===== src/bsg_pkg.sv =====
`default_nettype none

package bsg_pkg;

    localparam int MAX_WIDTH  = 2048;
    localparam int COL_W      = $clog2(MAX_WIDTH);
    localparam int ROW_W      = 16;
    localparam int PIX_W      = 8;
    localparam int IMG_W_W    = 12;
    localparam int SAT_W      = 8;
    localparam int GAIN_W     = 8;
    localparam int CFG_DATA_W = 16;
    localparam int CFG_ADDR_W = 2;
    localparam int VOFS_W     = PIX_W + 1;
    localparam int PROD_W     = VOFS_W + GAIN_W;
    localparam int OUT_DATA_W = 2 * PIX_W;
    localparam int FIFO_DEPTH = 4;
    localparam int FIFO_AW    = $clog2(FIFO_DEPTH);
    localparam int CNT_W      = $clog2(FIFO_DEPTH + 1);

    localparam logic [PIX_W-1:0] PIX_MAX = 8'hFF;

    localparam logic [IMG_W_W-1:0] WIDTH_RST  = 12'd640;
    localparam logic [ROW_W-1:0]   HEIGHT_RST = 16'd480;
    localparam logic [SAT_W-1:0]   SAT_RST    = 8'd16;
    localparam logic [GAIN_W-1:0]  GAIN_RST   = 8'd4;

    typedef logic [COL_W-1:0]         col_t;
    typedef logic [ROW_W-1:0]         row_t;
    typedef logic [PIX_W-1:0]         pix_t;
    typedef logic [VOFS_W-1:0]        vofs_t;
    typedef logic [PROD_W-1:0]        prod_t;
    typedef logic [FIFO_AW-1:0]       ptr_t;
    typedef logic [CNT_W-1:0]         cnt_t;
    typedef logic signed [PIX_W+1:0]  sdiff_t;

    typedef enum logic [CFG_ADDR_W-1:0] {
        REG_IMAGE_WIDTH  = 2'd0,
        REG_IMAGE_HEIGHT = 2'd1,
        REG_SAT_LIMIT    = 2'd2,
        REG_BOOST_GAIN   = 2'd3
    } cfg_reg_t;

    typedef struct packed {
        logic [IMG_W_W-1:0] image_width;
        logic [ROW_W-1:0]   image_height;
        logic [SAT_W-1:0]   saturation_limit;
        logic [GAIN_W-1:0]  boost_gain;
    } cfg_t;

    typedef struct packed {
        logic  valid;
        vofs_t vx;
        vofs_t vy;
        logic  zero;
        logic  emit_b;
        logic  fe_b;
    } calc_t;

    typedef struct packed {
        pix_t gx;
        pix_t gy;
        logic emit_b;
        logic fe_b;
    } item_t;

endpackage

`default_nettype wire


===== src/bsg_outq.sv =====
`default_nettype none

module bsg_outq (
    input  wire logic                               clk,
    input  wire logic                               rst_n,
    input  wire logic                               reserve,
    input  wire logic                               push,
    input  wire bsg_pkg::item_t                     item,
    output logic                                    room,
    output logic                                    m_axis_tvalid,
    input  wire logic                               m_axis_tready,
    output logic [bsg_pkg::OUT_DATA_W-1:0]          m_axis_tdata,
    output logic                                    m_axis_tuser,
    output logic                                    m_axis_tlast
);

    bsg_pkg::item_t fifo_reg [bsg_pkg::FIFO_DEPTH];
    bsg_pkg::item_t head;
    bsg_pkg::ptr_t  wr_ptr_reg, wr_ptr_next, rd_ptr_reg, rd_ptr_next;
    bsg_pkg::cnt_t  cnt_reg, cnt_next, resv_reg, resv_next;
    logic           phase_reg, phase_next;
    logic           beat, item_done;

    assign head          = fifo_reg[rd_ptr_reg];
    assign m_axis_tvalid = (cnt_reg != '0);
    assign beat          = m_axis_tvalid && m_axis_tready;
    assign item_done     = beat && (phase_reg || !head.emit_b);
    assign room          = (resv_reg < bsg_pkg::cnt_t'(bsg_pkg::FIFO_DEPTH));

    assign m_axis_tdata  = phase_reg ? '0 : {head.gy, head.gx};
    assign m_axis_tuser  = phase_reg && head.fe_b;
    assign m_axis_tlast  = phase_reg || !head.emit_b;

    always_comb
    begin
        wr_ptr_next = push ? (wr_ptr_reg + bsg_pkg::ptr_t'(1)) : wr_ptr_reg;
        rd_ptr_next = item_done ? (rd_ptr_reg + bsg_pkg::ptr_t'(1)) : rd_ptr_reg;
        cnt_next    = cnt_reg + bsg_pkg::cnt_t'(push) - bsg_pkg::cnt_t'(item_done);
        resv_next   = resv_reg + bsg_pkg::cnt_t'(reserve) - bsg_pkg::cnt_t'(item_done);
        phase_next  = phase_reg;
        if (beat)
        begin
            phase_next = !item_done;
        end
    end

    always_ff @(posedge clk or negedge rst_n)
    begin
        if (!rst_n)
        begin
            wr_ptr_reg <= '0;
            rd_ptr_reg <= '0;
            cnt_reg    <= '0;
            resv_reg   <= '0;
            phase_reg  <= 1'b0;
        end
        else
        begin
            wr_ptr_reg <= wr_ptr_next;
            rd_ptr_reg <= rd_ptr_next;
            cnt_reg    <= cnt_next;
            resv_reg   <= resv_next;
            phase_reg  <= phase_next;
        end
    end

    always_ff @(posedge clk)
    begin
        if (push)
        begin
            fifo_reg[wr_ptr_reg] <= item;
        end
    end

endmodule

`default_nettype wire


===== config.mk =====
export PLATFORM = sky130hd
export DESIGN_NAME = bsg_outq
export DESIGN_NICKNAME = d
export VERILOG_FILES = /design/src/bsg_pkg.sv /design/src/bsg_outq.sv
export SDC_FILE = /design/constraint.sdc
export NUM_CORES = 1
export LEC_CHECK = 0
export ABC_CLOCK_PERIOD_IN_PS = 2100
export BUFFER_PORTS_ARGS = -buffer_cell sky130_fd_sc_hd__buf_4
export CORE_UTILIZATION = 45
export DETAILED_ROUTE_END_ITERATION = 16
export MAX_ROUTING_LAYER = met4
export PLACE_DENSITY = 0.78
export RECOVER_POWER = 25
export SYNTH_ARGS = -nofsm -noshare
export SYNTH_HDL_FRONTEND = slang
export SYNTH_SLANG_ARGS = --single-unit

===== constraint.sdc =====
create_clock -name clk -period 2.1 [get_ports clk]
set_input_delay 0.21 -clock clk [delete_from_list [all_inputs] [get_ports clk]]
set_output_delay 0.21 -clock clk [all_outputs]
set_load 0.01 [all_outputs]

==> summary.md <==
| Metric | Value |
|---|---|
| RSZ-0062 raised after global routing | yes |
| DR WL/cell | between 15 and 20 um |
| Final instance area | 0.004144 mm^2 |
| Largest area contributor in the netlist | edfxtp_1 |
| Synth Flop Type | edfxtp_1 |
| Hold Path Class | input port to flop |
| GRT overflow | 0 |
| R2R depth | 8 |
| Outcome | finished, violations left |
| Die height | between 80 and 90 um |
| Layout cells sized above 1 | between 30% and 40% |
| Hold EP | fifo_reg[1][0] |
| Post-route ant nets | 0 |
| Final worst slack | -0.04114 ns |
| Root buffer cell | clkbuf_8 |
| Initial DRC count | roughly 120 |
| Pin count of the biggest net entering global routing | 20 |
| Yosys warns | 0 |
| CTS tree | built |
| Worst slew pin tran | between 0.9 and 1 ns |
| Worst setup SP type | flop |
| Skew-Pair Late Insertion Delay | around 0.34 ns |
| FF-to-FF End | cnt_reg[2] |
| Area share of the largest cell type after synthesis | 63.27% |
| Synth cell count leaders | edfxtp_1, and2_1, mux4_2 |
| Hold Vio Cnt, Final | 0 |
| Setup Skew | between 0.007 and 0.008 ns |
| Setup Crit Path Kind | flop to flop |
| CP required | between 2 and 2.5 ns |
| Placed instance area | 0.003934 mm^2 |
| Detailed-route DRC error count | 0 |
| Layout area overhead | 21.27% |
| # H-tree levels | 3 |
| Core box area | around 0.0073 mm^2 |
| Asr flop ratio synth | between 10% and 20% |
| Initial Utilization | around 47% |
| CP endpoint kind | flop |
| DRT Pass-1 Iters | 4 |
| Clock Path Buffers | 2 |
| Clock transition at path regs | 0.08 ns |
| Fillers | slightly above 600 |
| Slew HR | between 30% and 40% |
| Most common cell in the netlist | edfxtp_1 |
| Leak Pwr | around 1.5 nW |
| Flops & latches, synth | 83 |
| FMAX | 467.0 MHz |
| Vias/cell | between 5 and 6 |
| Failing checks | setup timing |
| Critical path peak fanout | 4 |
| Finished Layout Cells | between 300 and 400 |
| Die Outline Area | roughly 0.0079 mm^2 |
| Hold path start | item[0] |
| Maxcap violations | 0 |
| Top cells by area, synth | edfxtp_1, mux4_2, dfrtp_1 |
| CP Launch Point | rd_ptr_reg[1] |
| Sequential cell area fraction in the yosys report | 71.33% |
| Final Wtd Congestion | roughly 0.9 |
| Mapped cell area | between 0.003 and 0.004 mm^2 |
| Inserted Clock Buffers | 9 |
| Hold path depth | 1 |
| Global-route wire length before repair | roughly 9000 um |
| Placed Cells | roughly 330 |
| Initial antenna violation count | 0 |
| Diode count | 0 |
| Total wire length | roughly 5800 um |
| Final setup vio count | 1 |
| Synth cell types | 33 |
| Avg Synthesized Cell Area | approximately 19 um^2 |
| Post-synth EDFFs | approximately 70 |
| Cells after Synth | ~180 |
| Slew Viols, Final | 0 |
| Total power draw | 5.796 mW |
| Top Ports | between 40 and 50 |
| Largest register FFs | 72 |
| Row Count | 31 |
| Number of port buffers | between 40 and 50 |
| Nets | around 280 |
| Max IR drop VDD | approximately 560 uV |
| Clock Sinks | 83 |
| Crit path time final | approximately 2.1 ns |
| Chip Width | 89.14 um |
| Synthesized Nets | around 210 |
| Vias | between 1500 and 2000 |
| Total GRT Usage | approximately 17% |
| Vias in the first global route | 1767 |
| Crit path DAT | 2.37 ns |
| Period utilisation layout | 102.0% |
| P per Cell Area | about 1400 mW/mm^2 |
| Final HPWL DP | a little under 4000 um |
| Critical R2R Launch | rd_ptr_reg[1] |
| Internal reg-to-reg setup slack | -0.04 ns |
## layer usage
metal  vias up  wire length (um)  GRT usage, %
met5         -                 0             -
met4         0               105         7.071
met3        11               185         3.601
met2        41              2844         26.09
met1       883              2664         21.18
li1        828                 -             -
## critical path: stages, from the launching register on
cell and delay, ns:
dfrtp_1 0.43, mux2_4 0.33, a22o_4 0.27, o2111ai_2 0.17
ha_2 0.20, inv_2 0.04, fa_2 0.34, xnor2_2 0.14
xnor2_1 0.12
## cell usage in the layout (no fill, tap or decap), types with 2 or more instances in the layout
cell,netlist,layout
clkbuf_8,0,11
clkbuf_1,1,16
inv_1,9,7
ha_2,0,2
nand2_1,6,6
and2_1,21,21
xnor2_1,4,3
mux2_4,0,2
o21ai_0,3,3
nand3_1,4,4
inv_2,0,2
dfrtp_1,11,10
mux4_1,2,2
nor2_1,2,2
mux4_2,15,15
edfxtp_1,72,72
buf_4,1,45
ha_1,6,4
nand2b_1,3,3
## timing repair
| action | 4_1_cts | 5_1_grt |
|---|---|---|
| setup endpoints to repair | 6 | 13 |
| hold buffers | 1 | 0 |
| pin swaps | 1 | 2 |
| gates resized for setup | 5 | 6 |
| hold endpoints to repair | 11 | 0 |
| setup buffers | 1 | 0 |
## cell type report
cell class	count	area [um^2]	share of cell area (%)
Multi-Input combinational cell	84	924.6	22.31
Inverter	9	33.78	0.8152
Sequential cell	83	2439	58.85
Timing Repair Buffer	61	422.9	10.21
Tap cell	99	123.9	2.989
Clock buffer	14	162.7	3.925
Clock inverter	2	37.54	0.9058
## worst max-delay path by stage
stage / endpoint / cells past startpoint
floorplan: cnt_reg[2] / 8
global placement: cnt_reg[2] / 8
CTS: cnt_reg[2] / 8
global route: cnt_reg[2] / 8
finish: cnt_reg[2] / 8
detailed placement: cnt_reg[2] / 8
## power by group
group          internal, mW  leakage (nW)  total (mW)  switching, mW
clock                 0.617        0.0969        1.15          0.531
combinational          1.23         0.624        2.28           1.05
sequential             2.20         0.790        2.36          0.162
total                  4.05          1.51        5.80           1.75
## kinds of logic after synthesis
logic type	Yosys count	synth area share (%)
buffers and inverters	15	2.709
AOI/OAI and AO/OA	12	2.527
muxes	20	12.38
and+or+nand+nor	39	6.408
adders and majority gates	8	3.369
xor gates and xnor gates	5	1.282
DFF	83	71.33
## per-stage QoR
step,hold WS (ns),worst slack [ns],setup TNS [ns],utilization (%)
2_1_floorplan,-0.08559,0.002693,0,-
3_3_place_gp,0.05508,-0.02747,-0.02747,53.95
3_5_place_dp,0.05854,-0.09619,-0.1131,53.95
4_1_cts,0.04964,-0.05320,-0.05320,57.29
5_1_grt,0.05826,-0.1350,-0.2880,56.83
6_report,0.06527,-0.04114,-0.04114,56.83
No activity file was read; power rests on OpenSTA's default activity.
