`src/bsg_pkg.sv`:
```
`default_nettype none

package bsg_pkg;

    localparam int MAX_WIDTH  = 2048;
    localparam int COL_W      = $clog2(MAX_WIDTH);
    localparam int ROW_W      = 16;
    localparam int PIX_W      = 8;
    localparam int IMG_W_W    = 12;
    localparam int SAT_W      = 8;
    localparam int GAIN_W     = 8;
    localparam int CFG_DATA_W = 16;
    localparam int CFG_ADDR_W = 2;
    localparam int VOFS_W     = PIX_W + 1;
    localparam int PROD_W     = VOFS_W + GAIN_W;
    localparam int OUT_DATA_W = 2 * PIX_W;
    localparam int FIFO_DEPTH = 4;
    localparam int FIFO_AW    = $clog2(FIFO_DEPTH);
    localparam int CNT_W      = $clog2(FIFO_DEPTH + 1);

    localparam logic [PIX_W-1:0] PIX_MAX = 8'hFF;

    localparam logic [IMG_W_W-1:0] WIDTH_RST  = 12'd640;
    localparam logic [ROW_W-1:0]   HEIGHT_RST = 16'd480;
    localparam logic [SAT_W-1:0]   SAT_RST    = 8'd16;
    localparam logic [GAIN_W-1:0]  GAIN_RST   = 8'd4;

    typedef logic [COL_W-1:0]         col_t;
    typedef logic [ROW_W-1:0]         row_t;
    typedef logic [PIX_W-1:0]         pix_t;
    typedef logic [VOFS_W-1:0]        vofs_t;
    typedef logic [PROD_W-1:0]        prod_t;
    typedef logic [FIFO_AW-1:0]       ptr_t;
    typedef logic [CNT_W-1:0]         cnt_t;
    typedef logic signed [PIX_W+1:0]  sdiff_t;

    typedef enum logic [CFG_ADDR_W-1:0] {
        REG_IMAGE_WIDTH  = 2'd0,
        REG_IMAGE_HEIGHT = 2'd1,
        REG_SAT_LIMIT    = 2'd2,
        REG_BOOST_GAIN   = 2'd3
    } cfg_reg_t;

    typedef struct packed {
        logic [IMG_W_W-1:0] image_width;
        logic [ROW_W-1:0]   image_height;
        logic [SAT_W-1:0]   saturation_limit;
        logic [GAIN_W-1:0]  boost_gain;
    } cfg_t;

    typedef struct packed {
        logic  valid;
        vofs_t vx;
        vofs_t vy;
        logic  zero;
        logic  emit_b;
        logic  fe_b;
    } calc_t;

    typedef struct packed {
        pix_t gx;
        pix_t gy;
        logic emit_b;
        logic fe_b;
    } item_t;

endpackage

`default_nettype wire

```
`src/bsg_boost.sv`:
```
`default_nettype none

module bsg_boost (
    input  wire bsg_pkg::calc_t             calc,
    input  wire logic [bsg_pkg::GAIN_W-1:0] gain,
    output logic                            push,
    output bsg_pkg::item_t                  item
);

    bsg_pkg::prod_t px, py;

    assign px = bsg_pkg::prod_t'(calc.vx) * bsg_pkg::prod_t'(gain);
    assign py = bsg_pkg::prod_t'(calc.vy) * bsg_pkg::prod_t'(gain);

    always_comb
    begin
        item.gx     = (|px[bsg_pkg::PROD_W-1:bsg_pkg::PIX_W]) ? bsg_pkg::PIX_MAX
                                                              : px[bsg_pkg::PIX_W-1:0];
        item.gy     = (|py[bsg_pkg::PROD_W-1:bsg_pkg::PIX_W]) ? bsg_pkg::PIX_MAX
                                                              : py[bsg_pkg::PIX_W-1:0];
        if (calc.zero)
        begin
            item.gx = '0;
            item.gy = '0;
        end
        item.emit_b = calc.emit_b;
        item.fe_b   = calc.fe_b;
    end

    assign push = calc.valid;

endmodule

`default_nettype wire

```
`config.mk`:
```
export PLATFORM = sky130hd
export DESIGN_NAME = bsg_boost
export DESIGN_NICKNAME = d
export VERILOG_FILES = /design/src/bsg_pkg.sv /design/src/bsg_boost.sv
export SDC_FILE = /design/constraint.sdc
export NUM_CORES = 1
export LEC_CHECK = 0
export ABC_AREA = 0
export ABC_CLOCK_PERIOD_IN_PS = 5900
export BUFFER_PORTS_ARGS = -buffer_cell sky130_fd_sc_hd__clkbuf_2
export CORE_MARGIN = 2
export CORE_UTILIZATION = 58
export DETAILED_ROUTE_END_ITERATION = 8
export PLACE_DENSITY_LB_ADDON = 0.25
export RECOVER_POWER = 50
export SLEW_MARGIN = 10
export SYNTH_ARGS = -nofsm -noshare
export SYNTH_HDL_FRONTEND = slang
export SYNTH_SLANG_ARGS = --single-unit
```
`constraint.sdc`:
```
create_clock -name vclk -period 5.9
set_input_delay 0.885 -clock vclk [all_inputs]
set_output_delay 0.885 -clock vclk [all_outputs]
set_load 0.005 [all_outputs]
```
==> results by stage, run 1 <==
Timing:
- The smallest clock period supported by the final layout is computed as about 6.2 ns.
- At the pin with the least slew margin, the transition time is roughly 0.45 ns.
- In this run the tightest slew margin relative to its limit is between 60% and 70%.
- The fmax is roughly 160 MHz.
- The worst setup margin is -0.347 ns.
- The accumulated negative setup slack is -4.67 ns.
- The count of final max-slew check failures came to 0.
- The worst hold slack is between 1.5 and 2 ns.
- The final-report setup violation count is 16.
- The final hold violation count is 0.
- The share of the clock period used by the worst path after layout is 106%.
- Setup repair after global routing could not meet its margin everywhere.

Finish:
- The finished layout holds 823 standard cells, fillers aside.
- The post-layout utilization of the core is about three quarters.
- The sequential cell area is 0 sq um.
- Compared with the post-synthesis result, the final layout area differs by 26.7%.
- The clock buffer count is 0.
- At the end of the flow, the number of nets in the layout was 908.
- The cell area after layout is between 6000 and 7000 sq um.
- The footprint of the multi-input gates is between 4000 and 5000 sq um.
- The number of flip-flops and latches is 0.
- The final antenna diode count is 0.
- The share of layout cells above drive strength 1 is approximately 26%.
- The filler cells instantiated in the layout total a little under 600.

Place:
- After detailed placement, the total cell area comes to a little under 6000 sq um.
- The congestion estimate from routability-driven global placement came to between 0.9 and 1.
- The post-place setup slack is -0.516 ns.
- The count of placed standard cells including taps is 816.
- The number of input and output port buffers inserted is between 40 and 50.
- The half-perimeter wire length after placement is roughly 10 mm.

Route:
- In this run, the number of DRC markers left after iteration 0 of detailed routing was about 180.
- After detailed routing, the average wire length per cell comes to about 15 microns.
- The count of nets left with antenna violations once routing finished came out at 0.
- Before antenna repair, the detailed router went through 7 iterations.
- The wire length reported by the detailed router is roughly 13 mm.
- The average vias per placed instance is ~5.4.
- The via total after detailed routing is about 4400.
- For this run, design rule violations remaining after detail routing come to 0.

Synthesis:
- Of all cell types, the one taking the most synthesized area is sky130_fd_sc_hd__fa_1.
- Synthesis handed over a netlist of ~600 instances.
- The yosys synthesis warning count is 0.
- Yosys instantiated no cell more often than sky130_fd_sc_hd__inv_1.
- After synthesis, the most frequently instantiated cells are sky130_fd_sc_hd__inv_1 (123), sky130_fd_sc_hd__fa_1 (84), sky130_fd_sc_hd__nand2_1 (80).
- The synthesized area per cell is between 8 and 9 sq um.
- The number of nets in the synthesized netlist is between 700 and 800.
- In the post-synthesis netlist, the biggest area contributors are sky130_fd_sc_hd__fa_1 (34%), sky130_fd_sc_hd__ha_1 (19%), sky130_fd_sc_hd__and2_1 (9.9%), sky130_fd_sc_hd__inv_1 (9.4%), sky130_fd_sc_hd__nand2_1 (6.1%).
- The area share of the leading cell type in the synthesized netlist is about a third.
- The fraction of the yosys area taken by sequential cells is 0%.
- The post-synthesis instance area is approximately 4900 sq um.
- The number of distinct library cells after synthesis is 54.

Die:
- The core footprint is around 8200 sq um.
- Once the floorplan was initialized, standard cells occupied between 50% and 60% of the core.
- Row generation in the floorplan step produced 33 rows.
- The die is between 90 and 100 microns tall.
- The area enclosed by the die boundary is between 9000 and 10000 sq um.
- Pin placement for this block handled 49 I/O pins.
- The die width is roughly 96 microns.

Power and ir drop:
- IR analysis of the VDD net gives a maximum drop of between 0.3 and 0.4 mV.
- The standby leakage power is between 3 and 4 nW.
- For this design the ratio of total power to cell area is between 300 and 400 nW/um^2.
- The total power of the final layout is 1.95 mW.

Global routing:
- Entering global routing, the biggest net connects 17 pins.
- Global routing consumed, over all layers together, 28.6% of the routing resources.
- The overflow left after global routing is 0.
- The first-pass GRT wire length is about 21 mm.
- The number of antenna violations at the first check in global routing is 0.
- The via count of the first global-routing pass is between 4000 and 5000.

Run status:
- The final reports fail on setup timing.
- The flow ran to the end, but the final reports show violations.

Hold path:
- The worst hold endpoint is item[0].
- The worst min-delay path class is in -> out.
- Along the worst hold path, the cell count comes to 0.
- The startpoint identified for the worst hold timing path is calc[0].

Worst setup path:
- The setup path with the least slack is of type in -> out.
- The data arrival time at the worst-slack endpoint is 5.36 ns.
- The data required time at the worst endpoint is ~5.0 ns.
- The critical path capture point type is an output pin.
- The top fanout value on the critical path is 8.
- The worst setup path is launched from a primary input.

Flow run:
- Across the run, the number of max-cap violations was 0.
placed cells by master, fill, tap and decap left out, types with 3 or more instances in the layout:
cell / count
sky130_fd_sc_hd__nand2_1: 77
sky130_fd_sc_hd__buf_6: 6
sky130_fd_sc_hd__nand3_1: 4
sky130_fd_sc_hd__fa_1: 81
sky130_fd_sc_hd__xor2_1: 6
sky130_fd_sc_hd__nand2_2: 3
sky130_fd_sc_hd__a21o_1: 5
sky130_fd_sc_hd__nor2b_1: 5
sky130_fd_sc_hd__and2_1: 76
sky130_fd_sc_hd__a21oi_2: 7
sky130_fd_sc_hd__fa_2: 3
sky130_fd_sc_hd__ha_1: 68
sky130_fd_sc_hd__o21ai_0: 12
sky130_fd_sc_hd__buf_2: 3
sky130_fd_sc_hd__clkbuf_2: 29
sky130_fd_sc_hd__nor2_1: 9
sky130_fd_sc_hd__o211ai_1: 4
sky130_fd_sc_hd__inv_1: 118
sky130_fd_sc_hd__inv_2: 5
sky130_fd_sc_hd__ha_4: 6
sky130_fd_sc_hd__xnor2_1: 5
sky130_fd_sc_hd__nor3b_1: 3
sky130_fd_sc_hd__clkbuf_8: 8
sky130_fd_sc_hd__buf_4: 89
sky130_fd_sc_hd__a21oi_1: 25
sky130_fd_sc_hd__o21ai_2: 3
critical path: stages:
cell                        delay [ns]
sky130_fd_sc_hd__clkbuf_16        0.13
sky130_fd_sc_hd__and2_4           0.13
sky130_fd_sc_hd__fa_1             0.55
sky130_fd_sc_hd__inv_2            0.04
sky130_fd_sc_hd__fa_1             0.52
sky130_fd_sc_hd__inv_2            0.04
sky130_fd_sc_hd__fa_1             0.52
sky130_fd_sc_hd__inv_2            0.04
sky130_fd_sc_hd__fa_1             0.35
sky130_fd_sc_hd__inv_1            0.07
sky130_fd_sc_hd__ha_1             0.25
sky130_fd_sc_hd__or2_2            0.32
sky130_fd_sc_hd__a211oi_2         0.22
sky130_fd_sc_hd__o2111ai_1        0.14
sky130_fd_sc_hd__a221oi_2         0.21
sky130_fd_sc_hd__nand4_1          0.18
sky130_fd_sc_hd__a2111oi_4        0.38
sky130_fd_sc_hd__buf_6            0.18
sky130_fd_sc_hd__a21oi_1          0.07
sky130_fd_sc_hd__clkbuf_2         0.13
report_power, final:
group          internal, mW  leakage, nW  total (mW)  switching, mW
combinational         0.958         3.25        1.95          0.995
clock                     0            0           0              0
sequential                0            0           0              0
total                 0.958         3.25        1.95          0.995
cells by family after synthesis:
family / share of synthesized area, %
adders and majority gates: 53.1
muxes: 0.433
buffers and inverters: 11.1
AOI/OAI and AO/OA: 12.3
xor gates and xnor gates: 2.32
and+or+nand+nor: 20.7
per-layer routing:
layer / share of wire [%] / GRT usage [%]
met3: 3.1 / 1.10
met4: 1.2 / 4.29
met5: 0 / 0
met1: 42 / 35.7
met2: 54 / 55.4
how the worst max path moves through the flow:
stage	startpoint	end	slack, ns	cells after the start
final	gain[2]	item[10]	-0.35	20
after global routing	gain[2]	item[13]	-0.57	20
after CTS	gain[2]	item[10]	-0.34	20
after detailed placement	gain[2]	item[10]	-0.52	20
after global placement	gain[2]	item[10]	-0.53	20
after floorplan	gain[4]	item[3]	0.007	17
cell type report:
cell class / instances / area share [%]
multi-input cells: 458 / 73.8
well taps: 105 / 2.11
inverters: 123 / 7.42
repair buffers: 137 / 16.7
repair_timing:
| action | CTS | global route |
|---|---|---|
| buffers inserted | 5 | 1 |
| hold buffers | 0 | 0 |
| gates resized for setup | 46 | 30 |
| pin swaps | 26 | 27 |
| gates cloned | 1 | 0 |
| setup endpoints to repair | 16 | 16 |
Power figures use the tool's default switching activity.
==> run 2: changes to the inputs <==
--- a/config.mk
+++ b/config.mk
@@ -8,8 +8,8 @@
 export ABC_AREA = 0
 export ABC_CLOCK_PERIOD_IN_PS = 5900
 export BUFFER_PORTS_ARGS = -buffer_cell sky130_fd_sc_hd__clkbuf_2
-export CORE_MARGIN = 2
-export CORE_UTILIZATION = 58
+export CORE_MARGIN = 1
+export CORE_UTILIZATION = 49
 export DETAILED_ROUTE_END_ITERATION = 8
 export PLACE_DENSITY_LB_ADDON = 0.25
 export RECOVER_POWER = 50
==> results by stage, run 2 (synthesized netlist as in run 1, its figures left out) <==
Worst setup path:
- The signal on the critical path passes through buf_6, and2_4, fa_1, inv_2, fa_1, inv_1, fa_1, inv_1, fa_1, inv_2, ha_4, o211ai_1, nand2_1, o2111ai_2, a221o_1, a211o_1, a2111oi_4, buf_6, a21oi_1, buf_2.
- STA classifies the critical path endpoint as an output pin.
- The library cell contributing the largest single delay on the critical path is sky130_fd_sc_hd__fa_1.
- The critical path launch point type is a primary input.
- The top fanout value on the critical path is 8.
- The peak per-stage delay on the critical path is between 0.5 and 0.6 ns.
- Counting stages on the worst path, the most repeated cell is sky130_fd_sc_hd__fa_1.
- At the worst endpoint, the arrival time is approximately 5.3 ns.
- The critical path is of the in -> out type.
- At the worst endpoint, the required time is 5.02 ns.

Route:
- After detailed routing, the number of remaining DRC violations is 1.
- For this run, the detailed router's first-pass iteration total came to 6.
- The iteration-0 DRC count of the detailed router is between 150 and 200.
- The routed design has 12.4 mm of wire.
- In the routed layout, each cell is associated on average with a via count of around 5.2.
- In the final routed layout, each cell accounts on average for ~14 microns.
- The count of antenna-violating nets left after detailed routing is 0.
- The via total after detailed routing is 4477.

Timing:
- The final hold violation count was 0.
- In the finished design, the share of the clock period the worst path needs comes to 105%.
- The final period demand of the worst path is a little over 6 ns.
- In the post-route analysis, the smallest setup slack over all paths is -0.317 ns.
- The worst-case headroom to the max-slew limit is 66.2%.
- The worst hold slack is between 1.5 and 2 ns.
- Setup violations remaining at the end of the flow were counted as 16.
- The fmax is 161 MHz.
- Setup repair after global routing could not meet its margin everywhere.
- The count of final max-slew check failures was 0.
- Adding up every negative setup slack in the final design gives -4.11 ns.
- The transition time at the pin with the least slew margin is 0.505 ns.

Power and ir drop:
- Power spread over the standard cell area amounts to between 300 and 400 nW/um^2.
- The fraction of power consumed by sequential logic is 0%.
- The switching power share of the total is roughly 50%.
- The worst-case IR drop observed on VDD is 0.356 mV.
- The clock group share of total power is 0%.
- The internal cell power is about 1 mW.
- The analysis attributes to cell leakage a power of around 3.2 nW.
- Combinational cells account for between 90% and 100% of the total power.
- For this design the total switching power over the nets is between 1 and 1.5 mW.

Global routing:
- The number of antenna violations at the first check in global routing came to 0.
- Summed over all layers, the global routing overflow is 0.
- The largest net degree at the start of global routing is 17.
- Global routing used between 20% and 30% of the available tracks.
- The first-pass GRT wire length is between 20 and 25 mm.
- The via count of the first global-routing pass came to roughly 4700.

Hold path:
- The tightest min-delay check is of the in -> out type.

Finish:
- The final antenna diode count is 0.
- In the final layout, flip-flops and latches occupy 0 sq um.
- The area overhead of the layout relative to synthesis is 29.0%.
- The share of layout cells above drive strength 1 is approximately 28%.
- The layout has 0 clock buffers.
- In the layout the commonest cells are sky130_fd_sc_hd__inv_1 (113), sky130_fd_sc_hd__buf_4 (87), sky130_fd_sc_hd__fa_1 (79).
- Counting the fill cells in the layout gives 846.
- The final net count is around 910.
- The footprint of the multi-input gates is about 4600 sq um.
- Sequential cells placed in the final layout were counted as 0.
- The most common cell after layout, fill and taps aside is sky130_fd_sc_hd__inv_1.

Place:
- The congestion estimate from routability-driven global placement came to roughly 0.84.
- The half-perimeter wire length after placement is roughly 10 mm.
- Port buffering added 43 buffers.

Die:
- The number of cell rows is 36.
- The die is between 100 and 150 microns wide.
- The area enclosed by the die boundary is 10400 sq um.
- The die height is between 100 and 150 microns.
- The I/O pin count is 49.
- Once the floorplan was initialized, standard cells occupied between 50% and 60% of the core.
- In this run the standard cell core region covers around 10000 sq um.

Run status:
- The flow ran to the end, but the final reports show violations.
- The checks that failed: DRC, setup timing.

Flow run:
- The number of max-cap violations is 0.
run 2: metrics by stage:
stage                     cells  total power [mW]  area (sq um)  util (%)  worst slack, ns
after floorplan             597              1.11          4920         -          0.00682
after global placement      838              1.60          5850      60.1           -0.452
after detailed placement    838              1.65          5850      60.1           -0.522
after CTS                   852              1.95          6260      64.3           -0.300
after global routing        854              2.24          6330      65.1           -0.525
final                       854              2.02          6330      65.1           -0.317
run 2: worst paths after layout:
| check | start | cells after the start | end | slack (ns) |
|---|---|---|---|---|
| max | calc[17] | 20 | item[12] | -0.32 |
| min | calc[0] | 0 | item[0] | 1.77 |
run 2: cell type report:
| type | count | area share [%] |
|---|---|---|
| inverter | 123 | 7.29 |
| multi-input combinational | 458 | 73.3 |
| tap | 133 | 2.63 |
| timing repair buffer | 140 | 16.8 |
run 2: routing by layer:
layer | track usage [%] | vias up | wire, microns
li1 | - | 2142 | -
met1 | 34.2 | 2222 | 5430
met2 | 47.8 | 97 | 6360
met3 | 0.821 | 16 | 447
met4 | 3.08 | 0 | 139
met5 | 0 | - | 0
run 2: power by group through the flow:
stage / Sequential (mW) / Clock, mW / Combinational (mW)
detailed placement: 0 / 0 / 1.65
global placement: 0 / 0 / 1.60
floorplan: 0 / 0 / 1.11
global route: 0 / 0 / 2.24
CTS: 0 / 0 / 1.95
finish: 0 / 0 / 2.02
run 2: worst max-delay path: cells and delay by family:
kind / cells / cell delay [ns]
adder cells (fa/ha/maj): 5 / 2.30
AO/OA/AOI/OAI: 6 / 1.25
buffers and inverters: 7 / 0.62
AND/OR/NAND/NOR: 2 / 0.26
run 2: timing repair:
item                       CTS  global route
buffers inserted            15             2
pin swaps                   37             9
hold buffers                 0             0
setup endpoints to repair   16            16
resized for setup           68            28
==> run 3: changes to the inputs <==
--- a/config.mk
+++ b/config.mk
@@ -6,10 +6,10 @@
 export NUM_CORES = 1
 export LEC_CHECK = 0
 export ABC_AREA = 0
-export ABC_CLOCK_PERIOD_IN_PS = 5900
+export ABC_CLOCK_PERIOD_IN_PS = 6800
 export BUFFER_PORTS_ARGS = -buffer_cell sky130_fd_sc_hd__clkbuf_2
 export CORE_MARGIN = 1
-export CORE_UTILIZATION = 49
+export CORE_UTILIZATION = 40
 export DETAILED_ROUTE_END_ITERATION = 8
 export PLACE_DENSITY_LB_ADDON = 0.25
 export RECOVER_POWER = 50
==> constraint.sdc (replaced) <==
create_clock -name vclk -period 6.8
set_input_delay 1.02 -clock vclk [all_inputs]
set_output_delay 1.02 -clock vclk [all_outputs]
set_load 0.005 [all_outputs]
==> results by stage, run 3 (synthesized netlist as in run 1, its figures left out) <==
Worst setup path:
- The data arrival time at the worst-slack endpoint is roughly 5.6 ns.
- STA classifies the critical path endpoint as an output pin.
- The data required time at the worst endpoint is between 5 and 6 ns.
- The library cell contributing the largest single delay on the critical path is sky130_fd_sc_hd__fa_1.
- In this run the worst path has a maximum fanout of 8.
- Traced cell by cell, the critical path runs through buf_2, and2_4, fa_1, inv_1, fa_1, inv_1, fa_1, inv_1, fa_1, inv_1, ha_4, o211ai_1, nand2_1, o2111ai_4, a221o_1, a211o_1, a2111oi_4, buf_6, a21oi_1, clkbuf_2.
- The critical path launch point type is a primary input.
- On the worst path, the slowest cell contributes a delay of roughly 0.53 ns.
- The worst setup path is of the in -> out kind.

Timing:
- The accumulated negative setup slack is 0 ns.
- The worst-case headroom to the max-slew limit is 71.4%.
- The final hold violation count was 0.
- Dividing the final minimum period by the clock period gives 97.1%.
- Setup violations remaining at the end of the flow were counted as 0.
- The count of final max-slew check failures was 0.
- The fmax is roughly 150 MHz.
- The final period demand of the worst path is around 6.6 ns.
- Hold is met by 2.04 ns.
- At the pin with the least slew margin, the transition time is about 0.43 ns.

Flow run:
- The tool flagged a number of max-cap violations equal to 0.

Die:
- between 40 and 50 I/O pins were placed.
- The floorplan step set the die height to ~110 microns.
- Once the floorplan was initialized, standard cells occupied between 40 and 50% of the core.
- The core footprint is about 12000 sq um.
- In this run the core area contains 40 standard-cell rows.
- The die covers between 10000 and 15000 sq um.
- The die is approximately 110 microns wide.

Global routing:
- The overflow left after global routing is 0.
- The via count of the first global-routing pass is approximately 4200.
- The number of antenna violations at the first check in global routing is 0.
- The first-pass GRT wire length is between 15 and 20 mm.
- In the global route stage, overall resource usage came out at 17.7%.
- Entering global routing, the biggest net connects 19 pins.

Power and ir drop:
- The standby leakage power is between 2 and 3 nW.
- The design draws between 1 and 1.5 mW.
- The worst-case IR drop observed on VDD is between 0.1 and 0.15 mV.
- The power density of the placed cells is ~240 nW/um^2.

Hold path:
- The startpoint identified for the worst hold timing path is calc[0].
- The instance count along the most critical hold path is 0.
- The worst hold endpoint is item[0].
- The worst min-delay path class is in -> out.

Route:
- The wire length reported by the detailed router is roughly 11 mm.
- The via total after detailed routing is between 4000 and 5000.
- In the routed design, unresolved DRC markers number 0.
- After the first detailed-routing iteration, the DRC count stood at 290.
- The count of nets left with antenna violations once routing finished came out at 0.
- The wire length per cell is ~13 microns.
- The average vias per placed instance is around 5.2.
- The first detailed-routing pass ran for 4 iterations.

Finish:
- From synthesis to final layout, the design area changed by 12.3%.
- The number of flip-flops and latches is 0.
- The share of layout cells above drive strength 1 is 13.5%.
- The final net count is roughly 830.
- The library cell used most frequently in the layout, excluding fill and tap cells, is sky130_fd_sc_hd__inv_1.
- In the layout the commonest cells are sky130_fd_sc_hd__inv_1 (123), sky130_fd_sc_hd__fa_1 (84), sky130_fd_sc_hd__nand2_1 (79).
- The count of fill cells added during filler insertion is between 1000 and 1500.
- Across the whole layout, storage elements account for 0 sq um.
- The final antenna diode count is 0.
- The cell area after layout is 5510 sq um.
- The clock buffer count is 0.

Place:
- The last weighted congestion value of the routability-driven placer is roughly 0.85.
- The number of input and output port buffers inserted is 43.
- After detailed placement, the total cell area comes to 5370 sq um.
- The half-perimeter wire length after placement is between 9 and 10 mm.

Run status:
- The flow ran to the end, and the final reports show no timing, DRC or antenna violations.
## run 3: changes by cell type in the layout (fill, tap and decap cells not counted), sizes merged
cell | previous run | this run
clkbuf | 35 | 39
buf | 105 | 23
## run 3: metrics by stage
stage,instances,setup WS [ns],util (%)
after global placement,789,0.0547,44.9
after CTS,790,0.0198,45.0
final,790,0.197,46.1
after detailed placement,789,-0.0131,44.9
after floorplan,597,0.470,-
after global routing,790,-0.00501,46.1
## run 3: critical path: cells and delay by family
kind | cells | cell delay, ns
AOI/OAI and AO/OA | 6 | 1.33
adders and majority gates | 5 | 2.27
buffers and inverters | 7 | 0.68
and+or+nand+nor | 2 | 0.29
## run 3: what timing repair did
| item | in CTS | in global routing |
|---|---|---|
| pin swaps | 0 | 8 |
| hold buffers | 0 | 0 |
| endpoints found under the setup margin | 13 | 16 |
| buffers inserted | 1 | 0 |
| resized for setup | 1 | 30 |
## run 3: worst max path at each step
stage,start,to,slack (ns),cells after the start
after floorplan,gain[2],item[11],0.47,15
after global placement,gain[2],item[14],0.05,20
after detailed placement,gain[2],item[7],-0.01,20
after CTS,gain[2],item[14],0.02,20
after global routing,gain[3],item[3],-0.005,20
final,calc[17],item[12],0.20,20
## run 3: report_power, final
part	switching, mW	internal, mW
registers	0	0
clock network	0	0
logic	0.723	0.586
## run 3: area by class of cell
type,count,area [sq um],share of cell area (%)
well taps,147,184,3.34
inverters,123,462,8.38
multi-input cells,458,4480,81.3
repair buffers,62,385,6.99
## run 3: metal layers
metal | global-route usage [%] | up-vias | wire, microns
met5 | 0 | - | 0
met3 | 0.428 | 0 | 545
met4 | 0.178 | 0 | 0
met2 | 30.2 | 100 | 4850
met1 | 26.5 | 2006 | 5150
li1 | - | 1981 | -
